===== src/rtl/ips_patch_stream_parser_unit_defines.svh =====
// Assertion macros for the IPS patch stream parser.
`ifndef IPS_PATCH_STREAM_PARSER_UNIT_DEFINES_SVH
`define IPS_PATCH_STREAM_PARSER_UNIT_DEFINES_SVH

`ifndef ASSERT_OFF

// Same-cycle implication, sampled on the rising clock edge.
`define ASSERT_IMPLIES(label, clk, rst_n, ante, cons) \
  label: assert property (@(posedge clk) disable iff (!rst_n) (ante) |-> (cons)) \
    else $error("implication check failed");

// Next-cycle implication, sampled on the rising clock edge.
`define ASSERT_NEXT(label, clk, rst_n, ante, cons) \
  label: assert property (@(posedge clk) disable iff (!rst_n) (ante) |=> (cons)) \
    else $error("next-cycle check failed");

`else

`define ASSERT_IMPLIES(label, clk, rst_n, ante, cons)
`define ASSERT_NEXT(label, clk, rst_n, ante, cons)

`endif

`endif


===== src/rtl/ipsp_pkg.sv =====
`default_nettype none

package ipsp_pkg;

  // Configuration port geometry
  localparam int unsigned CFG_ADDR_W = 3;
  localparam logic        CFG_IDX_INPUT_FILE_SIZE = 1'b0;

  // Result kinds
  localparam logic [1:0] KIND_WRITE = 2'd0;
  localparam logic [1:0] KIND_FILL  = 2'd1;
  localparam logic [1:0] KIND_DONE  = 2'd2;

  // Done status codes
  localparam logic [1:0] ST_OK        = 2'd0;
  localparam logic [1:0] ST_SCRAMBLED = 2'd1;
  localparam logic [1:0] ST_INVALID   = 2'd2;

  // Offset value that ends the record list ("EOF")
  localparam logic [23:0] EOF_MARK = 24'h454F46;

  // Parse phases, one-hot
  typedef enum logic [7:0] {
    PH_HEADER  = 8'b0000_0001,
    PH_OFFSET  = 8'b0000_0010,
    PH_SIZE    = 8'b0000_0100,
    PH_DATA    = 8'b0000_1000,
    PH_RUNLEN  = 8'b0001_0000,
    PH_FILL    = 8'b0010_0000,
    PH_TRAILER = 8'b0100_0000,
    PH_ERROR   = 8'b1000_0000
  } ipsp_phase_t;

  // One input item
  typedef struct packed {
    logic [7:0] patch_byte;
    logic       is_last;
  } ipsp_item_t;

  // One result item
  typedef struct packed {
    logic [1:0]  kind;
    logic [24:0] target_address;
    logic [15:0] run_length;
    logic [7:0]  byte_value;
    logic [1:0]  status;
    logic [24:0] output_length;
  } ipsp_result_t;

  // Expected header byte at each position of "PATCH"
  function automatic logic [7:0] magic_byte(input logic [2:0] idx);
    logic [7:0] b;
    case (idx)
      3'd0:    b = 8'h50;
      3'd1:    b = 8'h41;
      3'd2:    b = 8'h54;
      3'd3:    b = 8'h43;
      3'd4:    b = 8'h48;
      default: b = 8'h00;
    endcase
    return b;
  endfunction

endpackage

`default_nettype wire


===== src/rtl/ipsp_in_if.sv =====
`default_nettype none

interface ipsp_in_if;
  logic       valid;
  logic       ready;
  logic [7:0] patch_byte;
  logic       is_last;

  modport source (output valid, output patch_byte, output is_last, input ready);
  modport sink (input valid, input patch_byte, input is_last, output ready);
endinterface

`default_nettype wire


===== src/rtl/ipsp_out_if.sv =====
`default_nettype none

interface ipsp_out_if;
  logic        valid;
  logic        ready;
  logic [1:0]  kind;
  logic [24:0] target_address;
  logic [15:0] run_length;
  logic [7:0]  byte_value;
  logic [1:0]  status;
  logic [24:0] output_length;

  modport source (
    output valid, output kind, output target_address, output run_length,
    output byte_value, output status, output output_length, input ready
  );
  modport sink (
    input valid, input kind, input target_address, input run_length,
    input byte_value, input status, input output_length, output ready
  );
endinterface

`default_nettype wire


===== src/rtl/ipsp_cfg_regs.sv =====
`default_nettype none

module ipsp_cfg_regs import ipsp_pkg::*; (
  input  wire logic                  clk,
  input  wire logic                  rst_n,
  input  wire logic                  psel,
  input  wire logic                  penable,
  input  wire logic                  pwrite,
  input  wire logic [CFG_ADDR_W-1:0] paddr,
  input  wire logic [31:0]           pwdata,
  output logic      [31:0]           prdata,
  output logic                       pready,
  output logic      [23:0]           input_file_size
);

  logic [23:0] ifs_r;
  logic        hit;

  // Decode the register slot from bit 2 of the byte address
  assign hit    = (paddr[2] == CFG_IDX_INPUT_FILE_SIZE);
  assign pready = 1'b1;

  // Write on the access phase
  always_ff @(posedge clk) begin
    if (!rst_n) begin
      ifs_r <= '0;
    end else if (psel && penable && pwrite && pready && hit) begin
      ifs_r <= pwdata[23:0];
    end
  end

  // Read back
  assign prdata          = hit ? {8'h00, ifs_r} : 32'h0000_0000;
  assign input_file_size = ifs_r;

endmodule

`default_nettype wire


===== src/rtl/ipsp_in_stage.sv =====
`default_nettype none

module ipsp_in_stage import ipsp_pkg::*; (
  input  wire logic  clk,
  input  wire logic  rst_n,
  ipsp_in_if.sink    in_chan,
  input  wire logic  take,
  output logic       item_valid,
  output ipsp_item_t item
);

  logic       valid_r;
  ipsp_item_t item_r;
  logic       in_fire;

  // Accept a new item whenever the register is empty or drains this cycle
  assign in_chan.ready = !valid_r || take;
  assign in_fire       = in_chan.valid && in_chan.ready;

  always_ff @(posedge clk) begin
    if (!rst_n) begin
      valid_r <= 1'b0;
    end else if (in_fire) begin
      valid_r <= 1'b1;
    end else if (take) begin
      valid_r <= 1'b0;
    end
  end

  // Capture payload
  always_ff @(posedge clk) begin
    if (in_fire) begin
      item_r.patch_byte <= in_chan.patch_byte;
      item_r.is_last    <= in_chan.is_last;
    end
  end

  assign item_valid = valid_r;
  assign item       = item_r;

endmodule

`default_nettype wire


===== src/rtl/ipsp_parser.sv =====
`default_nettype none

module ipsp_parser import ipsp_pkg::*; (
  input  wire logic        clk,
  input  wire logic        rst_n,
  input  wire logic        fire,
  input  wire ipsp_item_t  item,
  input  wire logic [23:0] input_file_size,
  output logic             res_valid,
  output ipsp_result_t     res,
  output ipsp_phase_t      parse_phase
);

  ipsp_phase_t phase_r, phase_nxt;
  logic [2:0]  idx_r, idx_nxt;
  logic [23:0] offset_r, offset_nxt;
  logic [15:0] size_r, size_nxt;
  logic [15:0] remain_r, remain_nxt;
  logic [23:0] prev_r, prev_nxt;
  logic [24:0] ext_r, ext_nxt;
  logic        scr_r, scr_nxt;
  logic [23:0] tval_r, tval_nxt;
  logic [2:0]  tcnt_r, tcnt_nxt;

  logic [7:0]  b;
  logic [23:0] offset_shift;
  logic [15:0] size_shift;
  logic [24:0] ext_sum;
  logic [15:0] remain_dec;
  logic        emit;
  logic [1:0]  kind;
  logic [24:0] addr;
  logic [15:0] run;
  logic [7:0]  val;

  logic        tail_ok;
  logic [24:0] tval_ext;
  logic [24:0] ifs_ext;
  logic [24:0] lo;
  logic [24:0] ic;
  logic [24:0] len;
  logic        scr_done;

  assign b            = item.patch_byte;
  assign offset_shift = {offset_r[15:0], b};
  assign size_shift   = {size_r[7:0], b};
  assign ext_sum      = {1'b0, offset_r} + {9'd0, size_shift};
  assign remain_dec   = remain_r - 16'd1;

  // Advance the record parser by one byte
  always_comb begin
    phase_nxt  = phase_r;
    idx_nxt    = idx_r;
    offset_nxt = offset_r;
    size_nxt   = size_r;
    remain_nxt = remain_r;
    prev_nxt   = prev_r;
    ext_nxt    = ext_r;
    scr_nxt    = scr_r;
    tval_nxt   = tval_r;
    tcnt_nxt   = tcnt_r;
    emit       = 1'b0;
    kind       = KIND_WRITE;
    addr       = '0;
    run        = '0;
    val        = '0;
    unique case (phase_r)
      PH_HEADER: begin
        if (idx_r > 3'd4 || b != magic_byte(idx_r)) begin
          phase_nxt = PH_ERROR;
        end else if (idx_r == 3'd4) begin
          phase_nxt  = PH_OFFSET;
          idx_nxt    = '0;
          offset_nxt = '0;
        end else begin
          idx_nxt = idx_r + 3'd1;
        end
      end
      PH_OFFSET: begin
        offset_nxt = offset_shift;
        if (idx_r >= 3'd2) begin
          idx_nxt = '0;
          if (offset_shift == EOF_MARK) begin
            phase_nxt = PH_TRAILER;
            tval_nxt  = '0;
            tcnt_nxt  = '0;
          end else begin
            if (offset_shift < prev_r) begin
              scr_nxt = 1'b1;
            end
            prev_nxt  = offset_shift;
            size_nxt  = '0;
            phase_nxt = PH_SIZE;
          end
        end else begin
          idx_nxt = idx_r + 3'd1;
        end
      end
      PH_SIZE: begin
        size_nxt = size_shift;
        if (idx_r >= 3'd1) begin
          idx_nxt = '0;
          if (size_shift == 16'd0) begin
            phase_nxt = PH_RUNLEN;
          end else begin
            if (ext_sum > ext_r) begin
              ext_nxt = ext_sum;
            end
            remain_nxt = size_shift;
            phase_nxt  = PH_DATA;
          end
        end else begin
          idx_nxt = idx_r + 3'd1;
        end
      end
      PH_DATA: begin
        emit       = 1'b1;
        kind       = KIND_WRITE;
        addr       = {1'b0, offset_r} + {9'd0, size_r - remain_r};
        val        = b;
        remain_nxt = remain_dec;
        if (remain_dec == 16'd0) begin
          phase_nxt  = PH_OFFSET;
          offset_nxt = '0;
        end
      end
      PH_RUNLEN: begin
        size_nxt = size_shift;
        if (idx_r >= 3'd1) begin
          idx_nxt = '0;
          if (size_shift == 16'd0) begin
            phase_nxt = PH_ERROR;
          end else begin
            if (ext_sum > ext_r) begin
              ext_nxt = ext_sum;
            end
            phase_nxt = PH_FILL;
          end
        end else begin
          idx_nxt = idx_r + 3'd1;
        end
      end
      PH_FILL: begin
        emit       = 1'b1;
        kind       = KIND_FILL;
        addr       = {1'b0, offset_r};
        run        = size_r;
        val        = b;
        phase_nxt  = PH_OFFSET;
        offset_nxt = '0;
      end
      PH_TRAILER: begin
        if (tcnt_r < 3'd3) begin
          tval_nxt = {tval_r[15:0], b};
          tcnt_nxt = tcnt_r + 3'd1;
        end else begin
          tcnt_nxt  = 3'd4;
          phase_nxt = PH_ERROR;
        end
      end
      default: begin
        phase_nxt = PH_ERROR;
      end
    endcase
  end

  // Final length and status; extent and scramble state do not change on the way
  // into or through the trailer, so the held values serve
  assign tail_ok  = (phase_nxt == PH_TRAILER) && (tcnt_nxt == 3'd0 || tcnt_nxt == 3'd3);
  assign tval_ext = {1'b0, tval_nxt};
  assign ifs_ext  = {1'b0, input_file_size};

  always_comb begin
    lo       = ext_r;
    ic       = ifs_ext;
    scr_done = scr_r;
    if (tcnt_nxt == 3'd3) begin
      if (ext_r > tval_ext) begin
        lo       = tval_ext;
        scr_done = 1'b1;
      end
      if (tval_ext < ifs_ext) begin
        ic = tval_ext;
      end
    end
    len = (lo > ic) ? lo : ic;
  end

  // Build the result item
  always_comb begin
    res = '0;
    if (item.is_last) begin
      res.kind = KIND_DONE;
      if (tail_ok) begin
        res.status        = scr_done ? ST_SCRAMBLED : ST_OK;
        res.output_length = len;
      end else begin
        res.status = ST_INVALID;
      end
    end else begin
      res.kind           = kind;
      res.target_address = addr;
      res.run_length     = run;
      res.byte_value     = val;
    end
  end

  assign res_valid = emit || item.is_last;

  // Hold state; clear everything after the last byte of a patch
  always_ff @(posedge clk) begin
    if (!rst_n) begin
      phase_r  <= PH_HEADER;
      idx_r    <= '0;
      offset_r <= '0;
      size_r   <= '0;
      remain_r <= '0;
      prev_r   <= '0;
      ext_r    <= '0;
      scr_r    <= 1'b0;
      tval_r   <= '0;
      tcnt_r   <= '0;
    end else if (fire) begin
      if (item.is_last) begin
        phase_r  <= PH_HEADER;
        idx_r    <= '0;
        offset_r <= '0;
        size_r   <= '0;
        remain_r <= '0;
        prev_r   <= '0;
        ext_r    <= '0;
        scr_r    <= 1'b0;
        tval_r   <= '0;
        tcnt_r   <= '0;
      end else begin
        phase_r  <= phase_nxt;
        idx_r    <= idx_nxt;
        offset_r <= offset_nxt;
        size_r   <= size_nxt;
        remain_r <= remain_nxt;
        prev_r   <= prev_nxt;
        ext_r    <= ext_nxt;
        scr_r    <= scr_nxt;
        tval_r   <= tval_nxt;
        tcnt_r   <= tcnt_nxt;
      end
    end
  end

  assign parse_phase = phase_r;

endmodule

`default_nettype wire


===== src/rtl/ipsp_out_stage.sv =====
`default_nettype none

module ipsp_out_stage import ipsp_pkg::*; (
  input  wire logic         clk,
  input  wire logic         rst_n,
  input  wire logic         load,
  input  wire logic         res_valid,
  input  wire ipsp_result_t res,
  output logic              space,
  ipsp_out_if.source        out_chan
);

  logic         valid_r;
  ipsp_result_t res_r;

  // Room for a new result when empty or when the held one leaves now
  assign space = !valid_r || out_chan.ready;

  always_ff @(posedge clk) begin
    if (!rst_n) begin
      valid_r <= 1'b0;
    end else if (load) begin
      valid_r <= res_valid;
    end else if (out_chan.ready) begin
      valid_r <= 1'b0;
    end
  end

  // Capture payload
  always_ff @(posedge clk) begin
    if (load && res_valid) begin
      res_r <= res;
    end
  end

  assign out_chan.valid          = valid_r;
  assign out_chan.kind           = res_r.kind;
  assign out_chan.target_address = res_r.target_address;
  assign out_chan.run_length     = res_r.run_length;
  assign out_chan.byte_value     = res_r.byte_value;
  assign out_chan.status         = res_r.status;
  assign out_chan.output_length  = res_r.output_length;

endmodule

`default_nettype wire


===== src/rtl/ips_patch_stream_parser_unit.sv =====
// IPS patch stream parser: one patch byte in, at most one write, fill or done item out.
// Each byte passes the input register, then the result register once that has room.
// Throughput: 1 byte per cycle if output is ready; parsing is one logic pass on parser state.
// Reset (rst_n low, synchronous): pipeline empty, parser expects header, size register 0.
// After each done item the parser returns to expecting a header; the register is kept.
`default_nettype none

`include "ips_patch_stream_parser_unit_defines.svh"

module ips_patch_stream_parser_unit import ipsp_pkg::*; (
  input  wire logic                  clk,
  input  wire logic                  rst_n,
  ipsp_in_if.sink                    in_chan,
  ipsp_out_if.source                 out_chan,
  input  wire logic                  psel,
  input  wire logic                  penable,
  input  wire logic                  pwrite,
  input  wire logic [CFG_ADDR_W-1:0] paddr,
  input  wire logic [31:0]           pwdata,
  output logic      [31:0]           prdata,
  output logic                       pready
);

  logic         item_valid;
  ipsp_item_t   item;
  logic         space;
  logic         fire;
  logic         res_valid;
  ipsp_result_t res;
  ipsp_phase_t  parse_phase;
  logic [23:0]  input_file_size;

  // Process the held item when the result register has room
  assign fire = item_valid && space;

  ipsp_cfg_regs u_cfg (
    .clk             (clk),
    .rst_n           (rst_n),
    .psel            (psel),
    .penable         (penable),
    .pwrite          (pwrite),
    .paddr           (paddr),
    .pwdata          (pwdata),
    .prdata          (prdata),
    .pready          (pready),
    .input_file_size (input_file_size)
  );

  ipsp_in_stage u_in (
    .clk        (clk),
    .rst_n      (rst_n),
    .in_chan    (in_chan),
    .take       (fire),
    .item_valid (item_valid),
    .item       (item)
  );

  ipsp_parser u_parser (
    .clk             (clk),
    .rst_n           (rst_n),
    .fire            (fire),
    .item            (item),
    .input_file_size (input_file_size),
    .res_valid       (res_valid),
    .res             (res),
    .parse_phase     (parse_phase)
  );

  ipsp_out_stage u_out (
    .clk       (clk),
    .rst_n     (rst_n),
    .load      (fire),
    .res_valid (res_valid),
    .res       (res),
    .space     (space),
    .out_chan  (out_chan)
  );

  // The last byte of a patch always leaves the parser expecting a new header
  `ASSERT_NEXT(a_clear_after_last, clk, rst_n, fire && item.is_last, parse_phase == PH_HEADER)

  // An invalid patch never reports an output length
  `ASSERT_IMPLIES(a_invalid_len_zero, clk, rst_n,
    out_chan.valid && out_chan.kind == KIND_DONE && out_chan.status == ST_INVALID,
    out_chan.output_length == 25'd0)

  // Write and fill items carry no status or length
  `ASSERT_IMPLIES(a_data_no_status, clk, rst_n,
    out_chan.valid && out_chan.kind != KIND_DONE,
    out_chan.status == ST_OK && out_chan.output_length == 25'd0)

  // The last byte always produces a done item
  `ASSERT_NEXT(a_last_gives_done, clk, rst_n, fire && item.is_last,
    out_chan.valid && out_chan.kind == KIND_DONE)

endmodule

`default_nettype wire


===== src/flat_wrapper.sv =====
// flat-port wrapper written by rule: the top's interface ports become plain ports
module ips_patch_stream_parser_unit_flat import ipsp_pkg::*;
  (clk, rst_n, psel, penable, pwrite, paddr, pwdata, prdata, pready, in_chan_valid, in_chan_patch_byte, in_chan_is_last, in_chan_ready, out_chan_valid, out_chan_kind, out_chan_target_address, out_chan_run_length, out_chan_byte_value, out_chan_status, out_chan_output_length, out_chan_ready);
  ipsp_in_if in_chan_i ();
  ipsp_out_if out_chan_i ();
  input  wire logic clk;
  input  wire logic rst_n;
  input  wire logic psel;
  input  wire logic penable;
  input  wire logic pwrite;
  input  wire logic [CFG_ADDR_W-1:0] paddr;
  input  wire logic [31:0] pwdata;
  output logic      [31:0] prdata;
  output logic pready;
  input wire logic [$bits(in_chan_i.valid)-1:0] in_chan_valid;
  input wire logic [$bits(in_chan_i.patch_byte)-1:0] in_chan_patch_byte;
  input wire logic [$bits(in_chan_i.is_last)-1:0] in_chan_is_last;
  output wire logic [$bits(in_chan_i.ready)-1:0] in_chan_ready;
  output wire logic [$bits(out_chan_i.valid)-1:0] out_chan_valid;
  output wire logic [$bits(out_chan_i.kind)-1:0] out_chan_kind;
  output wire logic [$bits(out_chan_i.target_address)-1:0] out_chan_target_address;
  output wire logic [$bits(out_chan_i.run_length)-1:0] out_chan_run_length;
  output wire logic [$bits(out_chan_i.byte_value)-1:0] out_chan_byte_value;
  output wire logic [$bits(out_chan_i.status)-1:0] out_chan_status;
  output wire logic [$bits(out_chan_i.output_length)-1:0] out_chan_output_length;
  input wire logic [$bits(out_chan_i.ready)-1:0] out_chan_ready;
  assign in_chan_i.valid = in_chan_valid;
  assign in_chan_i.patch_byte = in_chan_patch_byte;
  assign in_chan_i.is_last = in_chan_is_last;
  assign in_chan_ready = in_chan_i.ready;
  assign out_chan_valid = out_chan_i.valid;
  assign out_chan_kind = out_chan_i.kind;
  assign out_chan_target_address = out_chan_i.target_address;
  assign out_chan_run_length = out_chan_i.run_length;
  assign out_chan_byte_value = out_chan_i.byte_value;
  assign out_chan_status = out_chan_i.status;
  assign out_chan_output_length = out_chan_i.output_length;
  assign out_chan_i.ready = out_chan_ready;
  ips_patch_stream_parser_unit u_core (.clk(clk), .rst_n(rst_n), .in_chan(in_chan_i), .out_chan(out_chan_i), .psel(psel), .penable(penable), .pwrite(pwrite), .paddr(paddr), .pwdata(pwdata), .prdata(prdata), .pready(pready));
endmodule

===== config.mk =====
export PLATFORM = sky130hd
export DESIGN_NAME = ips_patch_stream_parser_unit_flat
export DESIGN_NICKNAME = d
export VERILOG_FILES = /design/src/rtl/ipsp_pkg.sv /design/src/rtl/ipsp_in_if.sv /design/src/rtl/ipsp_out_if.sv /design/src/rtl/ipsp_cfg_regs.sv /design/src/rtl/ipsp_in_stage.sv /design/src/rtl/ipsp_parser.sv /design/src/rtl/ipsp_out_stage.sv /design/src/rtl/ips_patch_stream_parser_unit.sv /design/src/flat_wrapper.sv
export VERILOG_INCLUDE_DIRS = /design/src /design/src/rtl
export SDC_FILE = /design/constraint.sdc
export NUM_CORES = 1
export LEC_CHECK = 0
export BUFFER_PORTS_ARGS = -buffer_cell sky130_fd_sc_hd__buf_2
export CAP_MARGIN = 20
export CORE_ASPECT_RATIO = 1.5
export CORE_MARGIN = 8
export CORE_UTILIZATION = 45
export CTS_CLUSTER_SIZE = 20
export DETAILED_ROUTE_END_ITERATION = 8
export PLACE_DENSITY = 0.71
export SYNTH_ARGS = -nofsm -noshare
export SYNTH_HDL_FRONTEND = slang
export SYNTH_HIERARCHICAL = 1
export SYNTH_SLANG_ARGS = --single-unit

===== constraint.sdc =====
create_clock -name clk -period 6.6 [get_ports clk]
set_input_delay 0.99 -clock clk [delete_from_list [all_inputs] [get_ports clk]]
set_output_delay 0.99 -clock clk [all_outputs]
set_load 0.05 [all_outputs]

==> impl_metrics.toml, run 1 <==
[job]
drv_cap = 0

[floorplan]
initial_core_util = 0.456
num_rows = 89
pin_count = 164
die_w_um = 179
die_y_um = 260
core_um2 = 39300
fp.dieArea_um2 = 46600

[grt]
grt_pass1_vias = 16200
grtUsageTotal = 0.231
grt_pass1_wl_um = 85900
grt_max_degree = 90
antenna_found_initial = 0
grt_overflow = 0

[synth]
synth_ff_type = "dfxtp_1"
ys_types = 95
synth_top_area_frac = 0.190
synth_edf_count = 87
ys_ff_latch = 257
synth_most_common_cell = "nand2_1"
yosys.area.top_type = "dfxtp_1"
netlist_instances = 2042
yosysSeqAreaShare = 0.336
avgSynthCellArea_um2 = 8.77
yosys-top-cells-count = "nand2_1, ha_1, dfxtp_1, inv_1, nor2_1"
yosysWarnings = 6
yosys-top-cells-area = "dfxtp_1, edfxtp_1, ha_1, mux2i_1, nor2b_1"
synth_area_um2 = 17900
async_flop_share = 0

[detailed_routing]
route.vias.total = 16300
via_per_inst = 5.96
antenna_left = 0
wl_per_cell_um = 20.4
routed_wirelength_um = 55600
dr.first_iter.drc_count = 1120
drcViolationCount = 0
first_pass_iters = 5

[cells_and_area]
drive_gt1_frac = 0.158
post-route-util = 0.523
syn_to_final_growth_pct = 14.8
num_antenna_cells = 0
fin_area_um2 = 20600
nets = 2435

[timing]
setup_ws_ns = 0.193
max_freq_mhz = 156
post-route-period-util = 0.971
drv_slew = 0
finClkSkew_ns = 0.0198
rsz0062_at_grt = "false"
final-setup-viol-count = 0
fin_crit_ns = 6.41
hold_ws_ns = 0.494
slew_headroom = 0.287
finalHoldViolCount = 0
tightest_slew_ns = 1.06

[critical_path]
r2r_cells = 27
required_ns = 6.89
cp.arrival_ns = 6.69
crit_type = "flop to flop"
r2r_slack_ns = 0.19
endpoint_kind = "flop"
reg2reg_from = "u_core/u_in/item[1]"
r2r-end = "u_core/u_out/out_chan.output_length[15]"
cp-start-kind = "flop"
crit_fanout = 16

[clock_network]
cts_buffers = 27
cts_tree = "done"
root_buffer = "clkbuf_16"
clock_latency_ns = 0.56
clk_pin_slew_ns = 0.06
clock_path_buffers = 3
cts.sinks = 257
htreeDepth = 1

[placement]
dp_hpwl_um = 39800
post-place-ws_ns = -0.204
place_area_um2 = 19500
gp_congestion = 0.970
io_buffers = 144

[hold_path]
hp-class = "flop to flop"
hold_depth = 2
hold-path-endpoint = "u_core/u_cfg/input_file_size[16]"
min_from = "u_core/u_cfg/input_file_size[16]"

[outcome]
outcome = "finished, final reports clean"

[power_and_ir_drop]
power_mw = 3.70
irDropWorstVdd_v = 0.000173
p_leak_nw = 8.27
powerDensity_nw_per_um2 = 180
## registers in the layout, summed over array words and instances (netlist names), 24 cells and up
register / flops
u_core/u_out/out_chan.output_length: 25
u_core/u_out/out_chan.target_address: 25
u_core/u_parser/ext_r: 25
u_core/u_cfg/input_file_size: 24
u_core/u_parser/offset_r: 24
u_core/u_parser/prev_r: 24
u_core/u_parser/tval_r: 24
## how the worst max path moves through the flow
stage / start / end / slack [ns] / cells after the start
floorplan: u_core/u_in/item[1] / u_core/u_out/out_chan.output_length[10] / 0.42 / 29
global placement: u_core/u_in/item[1] / u_core/u_out/out_chan.output_length[0] / -0.10 / 29
detailed placement: u_core/u_in/item[1] / u_core/u_out/out_chan.output_length[0] / -0.20 / 25
CTS: u_core/u_parser/offset_r[4] / u_core/u_out/out_chan.output_length[5] / 0.03 / 25
global route: u_core/u_in/item[1] / u_core/u_out/out_chan.output_length[17] / 0.03 / 27
finish: u_core/u_in/item[1] / u_core/u_out/out_chan.output_length[15] / 0.19 / 27
## area by class of cell
type	instances	area (um2)
timing repair buffer	241	1560
clock buffer	40	806
multi-input combinational	1519	10900
fill	3604	18700
tap	500	626
clock inverter	9	76.3
sequential	257	6020
inverter	162	608
## worst max-delay path, cell delays in order (launching register included)
cell and delay (ns):
edfxtp_1 0.38, or4_4 0.57, nor4_4 0.25, buf_4 0.17, nand4_2 0.13, inv_2 0.09
nor2_2 0.10, buf_12 0.17, a22o_1 0.23, ha_1 0.30, a21oi_1 0.16, nor2b_1 0.06
o21ai_0 0.20, a21oi_1 0.14, or4_4 0.51, nor3_4 0.22, buf_6 0.23, mux2i_2 0.27
ha_1 0.28, a21o_1 0.16, a21o_1 0.17, a21oi_1 0.16, o21ai_1 0.18, a211oi_2 0.27
a2bb2oi_2 0.23, nand4b_4 0.21, clkbuf_16 0.20, o22ai_1 0.09
## metal layers
metal | track usage | vias up | part of all wire
met2 | 0.415 | 640 | 0.51
met3 | 0.0356 | 205 | 0.067
met5 | 0 | - | 0
met1 | 0.243 | 7698 | 0.36
met4 | 0.157 | 0 | 0.066
li1 | - | 7714 | -
## power breakdown
part | switching (mW) | internal [mW]
clock network | 0.654 | 0.881
registers | 0.0168 | 1.66
logic | 0.329 | 0.156
total | 1.00 | 2.70
## logic make-up (layout without fill, tap and decap cells)
logic type                 Yosys count  count (layout)  share of synthesized area
adders and majority gates          176             176                      0.124
buffers and inverters              273             452                     0.0659
AOI/OAI and AO/OA                  511             511                      0.195
other                                2               9                   0.000419
DFF                                257             257                      0.336
and+or+nand+nor                    696             696                      0.211
xor gates and xnor gates            54              54                     0.0264
muxes                               73              73                     0.0408
## stage by stage
stage	std cells	TNS, ns
CTS	2723	0
global placement	2673	-1.35
global route	2728	0
floorplan	2049	0
detailed placement	2674	-3.36
finish	2728	0
## timing repair
| item | CTS | global route |
|---|---|---|
| gates cloned | 0 | 1 |
| resized for setup | 11 | 21 |
| setup endpoints to repair | 24 | 24 |
| pin swaps | 3 | 5 |
| hold buffers | 0 | 0 |
| setup buffers | 0 | 2 |
## placed cells by master, fill, tap and decap left out, types with 30 or more instances in the layout
cell	Yosys	layout
edfxtp_1	87	87
nand4_1	30	30
a22o_1	58	55
ha_1	173	173
nor2b_1	109	109
o21ai_0	100	97
dfxtp_1	170	170
a22oi_1	55	55
buf_2	11	144
nand3_1	47	47
a21oi_1	97	96
mux2i_1	73	67
a21o_1	36	36
buf_4	11	87
nand2_1	175	175
inv_1	162	161
nor2_1	110	108
nor3_1	46	46
and2_1	54	54
Power figures use the tool's default switching activity.
==> run 2, diff against run 1 <==
CORE_ASPECT_RATIO = 0.5   (was 1.5)
CTS_CLUSTER_DIAMETER = 200   (was unset)
==> run 2 against run 1 <==
  * Setup slack improved by 0.031 ns
  * Count of clock-buffer cells in the layout fell by 14
  * Sequential share of layout area rose by 0.79 points
  * Die area rose by 0.55%
  * Clock skew fell by 0.0058 ns
  * Combinational power fell by 2%
  * Final cell count fell by 0.15%
  * Non-clock buffer count fell by 12
  * Fmax rose by 0.48%
  * Routed wire length fell by 6.1%
==> impl_metrics.toml, run 2 (same netlist as run 1, synthesis figures left out) <==
[critical_path]
required_ns = 6.87
cp-start-kind = "flop"
reg2reg_from = "u_core/u_parser/offset_r[4]"
endpoint_kind = "flop"
r2r_slack_ns = 0.22
r2r-end = "u_core/u_out/out_chan.output_length[3]"
r2r_cells = 27
cp.arrival_ns = 6.65
crit_fanout = 13
crit_type = "flop to flop"

[power_and_ir_drop]
powerDensity_nw_per_um2 = 160
power_mw = 3.21
irDropWorstVdd_v = 0.000187
p_leak_nw = 8.01

[clock_network]
root_buffer = "clkbuf_16"
clock_path_buffers = 3
htreeDepth = 1
clk_pin_slew_ns = 0.09
cts.sinks = 257
cts_tree = "done"
cts_buffers = 16
clock_latency_ns = 0.53
hold_buffers = 0

[floorplan]
pin_count = 164
initial_core_util = 0.459
core_um2 = 39100
num_rows = 51
die_y_um = 157
die_w_um = 298
fp.dieArea_um2 = 46800

[grt]
grt_pass1_vias = 15100
grtUsageTotal = 0.213
grt_overflow = 0
antenna_found_initial = 0
grt_pass1_wl_um = 82200
grt_max_degree = 81

[timing]
max_freq_mhz = 157
post-route-period-util = 0.966
drv_slew = 0
slew_headroom = 0.356
fin_crit_ns = 6.38
tightest_slew_ns = 0.964
finalHoldViolCount = 0
finClkSkew_ns = 0.0139
final-setup-viol-count = 0

[placement]
dp_hpwl_um = 36900
io_buffers = 144
gp_congestion = 0.922
place_inst = 2689

[cells_and_area]
nFillCells = 3628
syn_to_final_growth_pct = 11.8
layoutNonFillerInstCount = 2724
layout_common_cells = "nand2_1, ha_1, dfxtp_1"
drive_gt1_frac = 0.139
num_antenna_cells = 0
layout_commonest_cell = "nand2_1"
nets = 2412

[detailed_routing]
first_pass_iters = 7
antenna_left = 0
routed_wirelength_um = 52200
dr.first_iter.drc_count = 1390
wl_per_cell_um = 19.2
via_per_inst = 5.81
route.vias.total = 15800
drcViolationCount = 0

[outcome]
outcome = "finished, final reports clean"

[hold_path]
min_from = "u_core/u_cfg/input_file_size[22]"
hold_depth = 2
hold-path-endpoint = "u_core/u_cfg/input_file_size[22]"
hp-class = "flop to flop"

[job]
drv_cap = 0
run 2: cell count changes in the layout (fill, tap and decap cells not counted), sizes merged:
cell | before | now
clkinv | 6 | 1
clkbuf | 41 | 28
bufinv | 1 | 0
clkinvlp | 2 | 0
buf | 240 | 227
run 2: metal layers:
layer / global-route usage / vias up / routed length (um)
met4: 0.0640 / 0 / 1280
met3: 0.0429 / 89 / 3890
met2: 0.350 / 530 / 23300
li1: - / 7648 / -
met1: 0.283 / 7561 / 23700
met5: 0 / - / 0
run 2: how the worst max path moves through the flow:
stage	to	from	depth (start not counted)	slack, ns
detailed placement	u_core/u_out/out_chan.output_length[0]	u_core/u_in/item[1]	28	-0.22
floorplan	u_core/u_out/out_chan.output_length[10]	u_core/u_in/item[1]	29	0.42
finish	u_core/u_out/out_chan.output_length[3]	u_core/u_parser/offset_r[4]	27	0.22
global route	u_core/u_out/out_chan.output_length[23]	u_core/u_parser/offset_r[4]	27	-0.03
global placement	u_core/u_out/out_chan.output_length[0]	u_core/u_in/item[1]	29	-0.05
CTS	u_core/u_out/out_chan.output_length[0]	u_core/u_in/item[1]	28	0.02
run 2: where the power goes:
group / switching [mW] / internal (mW)
Clock: 0.573 / 0.483
Combinational: 0.320 / 0.154
Sequential: 0.0163 / 1.66
run 2: layout make-up:
class	count	area, um2	share of cell area
clock buffer	26	459	0.0229
clock inverter	1	5.00	0.000250
inverter	162	608	0.0304
multi-input combinational	1519	10800	0.540
sequential	257	6020	0.300
tap	530	663	0.0331
timing repair buffer	229	1470	0.0732
run 2: repair_timing:
item | CTS | global route
gates cloned | 0 | 1
pin swaps | 0 | 4
setup endpoints to repair | 24 | 24
gates resized for setup | 3 | 14
setup buffers | 0 | 5
run 2: stage by stage:
stage / hold slack, ns / worst slack (ns) / area (um2) / TNS, ns / util
2_1_floorplan: 0.456 / 0.422 / 17900 / 0 / -
3_3_place_gp: 0.477 / -0.0533 / 19400 / -0.783 / 0.497
3_5_place_dp: 0.480 / -0.221 / 19400 / -4.60 / 0.497
4_1_cts: 0.501 / 0.0202 / 19900 / 0 / 0.509
5_1_grt: 0.521 / -0.0267 / 20000 / -0.294 / 0.513
6_report: 0.502 / 0.224 / 20000 / 0 / 0.513
run 2: critical path: stages (launching register included):
cell       delay (ns)
dfxtp_1          0.31
or4b_2           0.71
nor4_4           0.35
nand4_2          0.18
inv_1            0.12
nor2_4           0.10
buf_12           0.16
a22o_1           0.29
ha_1             0.33
nor3_1           0.18
nor4_1           0.07
nand3_1          0.10
a21oi_1          0.05
or4_1            0.53
nor3_4           0.17
buf_12           0.17
buf_4            0.15
mux2i_2          0.23
ha_1             0.28
a21o_1           0.17
a21o_1           0.18
a21oi_1          0.13
o21ai_0          0.14
a211oi_2         0.27
a2bb2oi_2        0.24
nand4b_4         0.22
clkbuf_16        0.20
o22ai_1          0.08
==> run 3, diff against run 2 <==
CORE_MARGIN = 2   (was 8)
==> run 3 against run 2 <==
  * Cell area up 0.17%
  * Setup slack improved by 0.045 ns
  * Via count fell by 0.11%
  * Power fell by 0.43%
  * Critical path type unchanged
  * Critical endpoint is now u_core/u_out/out_chan.output_length[6]
  * Hold slack worse by 0.0014 ns
==> impl_metrics.toml, run 3 (same netlist as run 1, synthesis figures left out) <==
[placement]
gp_congestion = 0.905
post-place-ws_ns = 0.185
dp_hpwl_um = 35600
io_buffers = 144

[critical_path]
endpoint_kind = "flop"
slowest_stage = "or4b_2"
path_delay_family = "simple AND/OR/NAND/NOR gates"
slowest_delay_ns = 0.70
cp-start-kind = "flop"
cp.buffers_inverters = 6
cp.arrival_ns = 6.68
crit_fanout = 24
crit_type = "flop to flop"
required_ns = 6.95

[detailed_routing]
wl_per_cell_um = 19.1
antenna_left = 0
via_per_inst = 5.83
dr.first_iter.drc_count = 1552
routed_wirelength_um = 51600
first_pass_iters = 5
route.vias.total = 15800
drcViolationCount = 0

[timing]
finClkSkew_ns = 0.0292
tns_ns = 0
post-route-period-util = 0.959
drv_slew = 0
fin_crit_ns = 6.33
final-setup-viol-count = 0
slew_headroom = 0.215
setup_ws_ns = 0.269
finalHoldViolCount = 0
tightest_slew_ns = 1.17
max_freq_mhz = 158

[clock_network]
clock_latency_ns = 0.54
root_buffer = "clkbuf_16"
clk_pin_slew_ns = 0.09
cts_tree = "done"
clock_path_buffers = 3
cts.sinks = 257
htreeDepth = 1
cts_buffers = 16
hold_buffers = 0

[grt]
antenna_found_initial = 0
grt_pass1_wl_um = 79000
grt_overflow = 0
grtUsageTotal = 0.236
grt_max_degree = 100
grt_pass1_vias = 14500

[cells_and_area]
drive_gt1_frac = 0.136
nets = 2398
layout_commonest_cell = "nand2_1"
layout_common_cells = "nand2_1, ha_1, dfxtp_1"
syn_to_final_growth_pct = 12.0
num_antenna_cells = 0

[floorplan]
die_y_um = 145
num_rows = 51
initial_core_util = 0.459
pin_count = 164
die_w_um = 286
core_um2 = 39100
fp.dieArea_um2 = 41500

[power_and_ir_drop]
powerDensity_nw_per_um2 = 159
p_leak_nw = 7.97
irDropWorstVdd_v = 0.000129

[job]
drv_cap = 0

[outcome]
outcome = "finished, final reports clean"

[hold_path]
hp-class = "flop to flop"
-- run 3: final timing paths --
path | startpoint | end | slack (ns) | cells after the start
max | u_core/u_parser/offset_r[4] | u_core/u_out/out_chan.output_length[6] | 0.27 | 27
min | u_core/u_cfg/input_file_size[14] | u_core/u_cfg/input_file_size[14] | 0.50 | 2
max reg2reg | u_core/u_parser/offset_r[4] | u_core/u_out/out_chan.output_length[6] | 0.27 | 27
min reg2reg | u_core/u_cfg/input_file_size[14] | u_core/u_cfg/input_file_size[14] | 0.50 | 2
-- run 3: power breakdown --
part | leakage (nW) | switching, mW | total, mW | internal (mW)
Sequential | 2.14 | 0.0179 | 1.68 | 1.66
Combinational | 5.61 | 0.323 | 0.483 | 0.159
Clock | 0.219 | 0.569 | 1.03 | 0.462
Total | 7.97 | 0.910 | 3.19 | 2.28
-- run 3: per-stage QoR --
step                cells  total power [mW]  hold WS, ns  cell area [um2]  utilization
detailed placement   2674              2.17        0.487            19300        0.494
global route         2710              3.32        0.526            20100        0.514
finish               2710              3.19        0.501            20100        0.514
floorplan            2049              2.06        0.456            17900            -
global placement     2673              2.16        0.481            19300        0.494
CTS                  2701              3.19        0.506            19700        0.506
-- run 3: tightest hold or removal path, cell delays in order, from the launching register on --
cell	delay (ns)
dfxtp_1	0.35
nand2_1	0.06
mux2i_1	0.05
-- run 3: what timing repair did --
item                       CTS  global route
gates resized for setup      0            35
hold endpoints to repair     0             0
setup endpoints to repair    0            24
setup buffers                0             4
-- run 3: cell type report --
type | count | area, um2
fillers | 3653 | 19000
well taps | 530 | 663
inverters | 162 | 608
clock inverters | 2 | 21.3
clock buffers | 25 | 434
multi-input cells | 1521 | 10900
repair buffers | 213 | 1370
flip-flops and latches | 257 | 6020
-- run 3: per-layer routing --
layer | global-route usage | up-vias | wire, um | part of all wire
li1 | - | 7629 | - | -
met1 | 0.334 | 7473 | 23500 | 0.45
met2 | 0.364 | 610 | 22500 | 0.43
met3 | 0.0432 | 99 | 4160 | 0.081
met4 | 0.0707 | 0 | 1550 | 0.030
met5 | 0 | - | 0 | 0
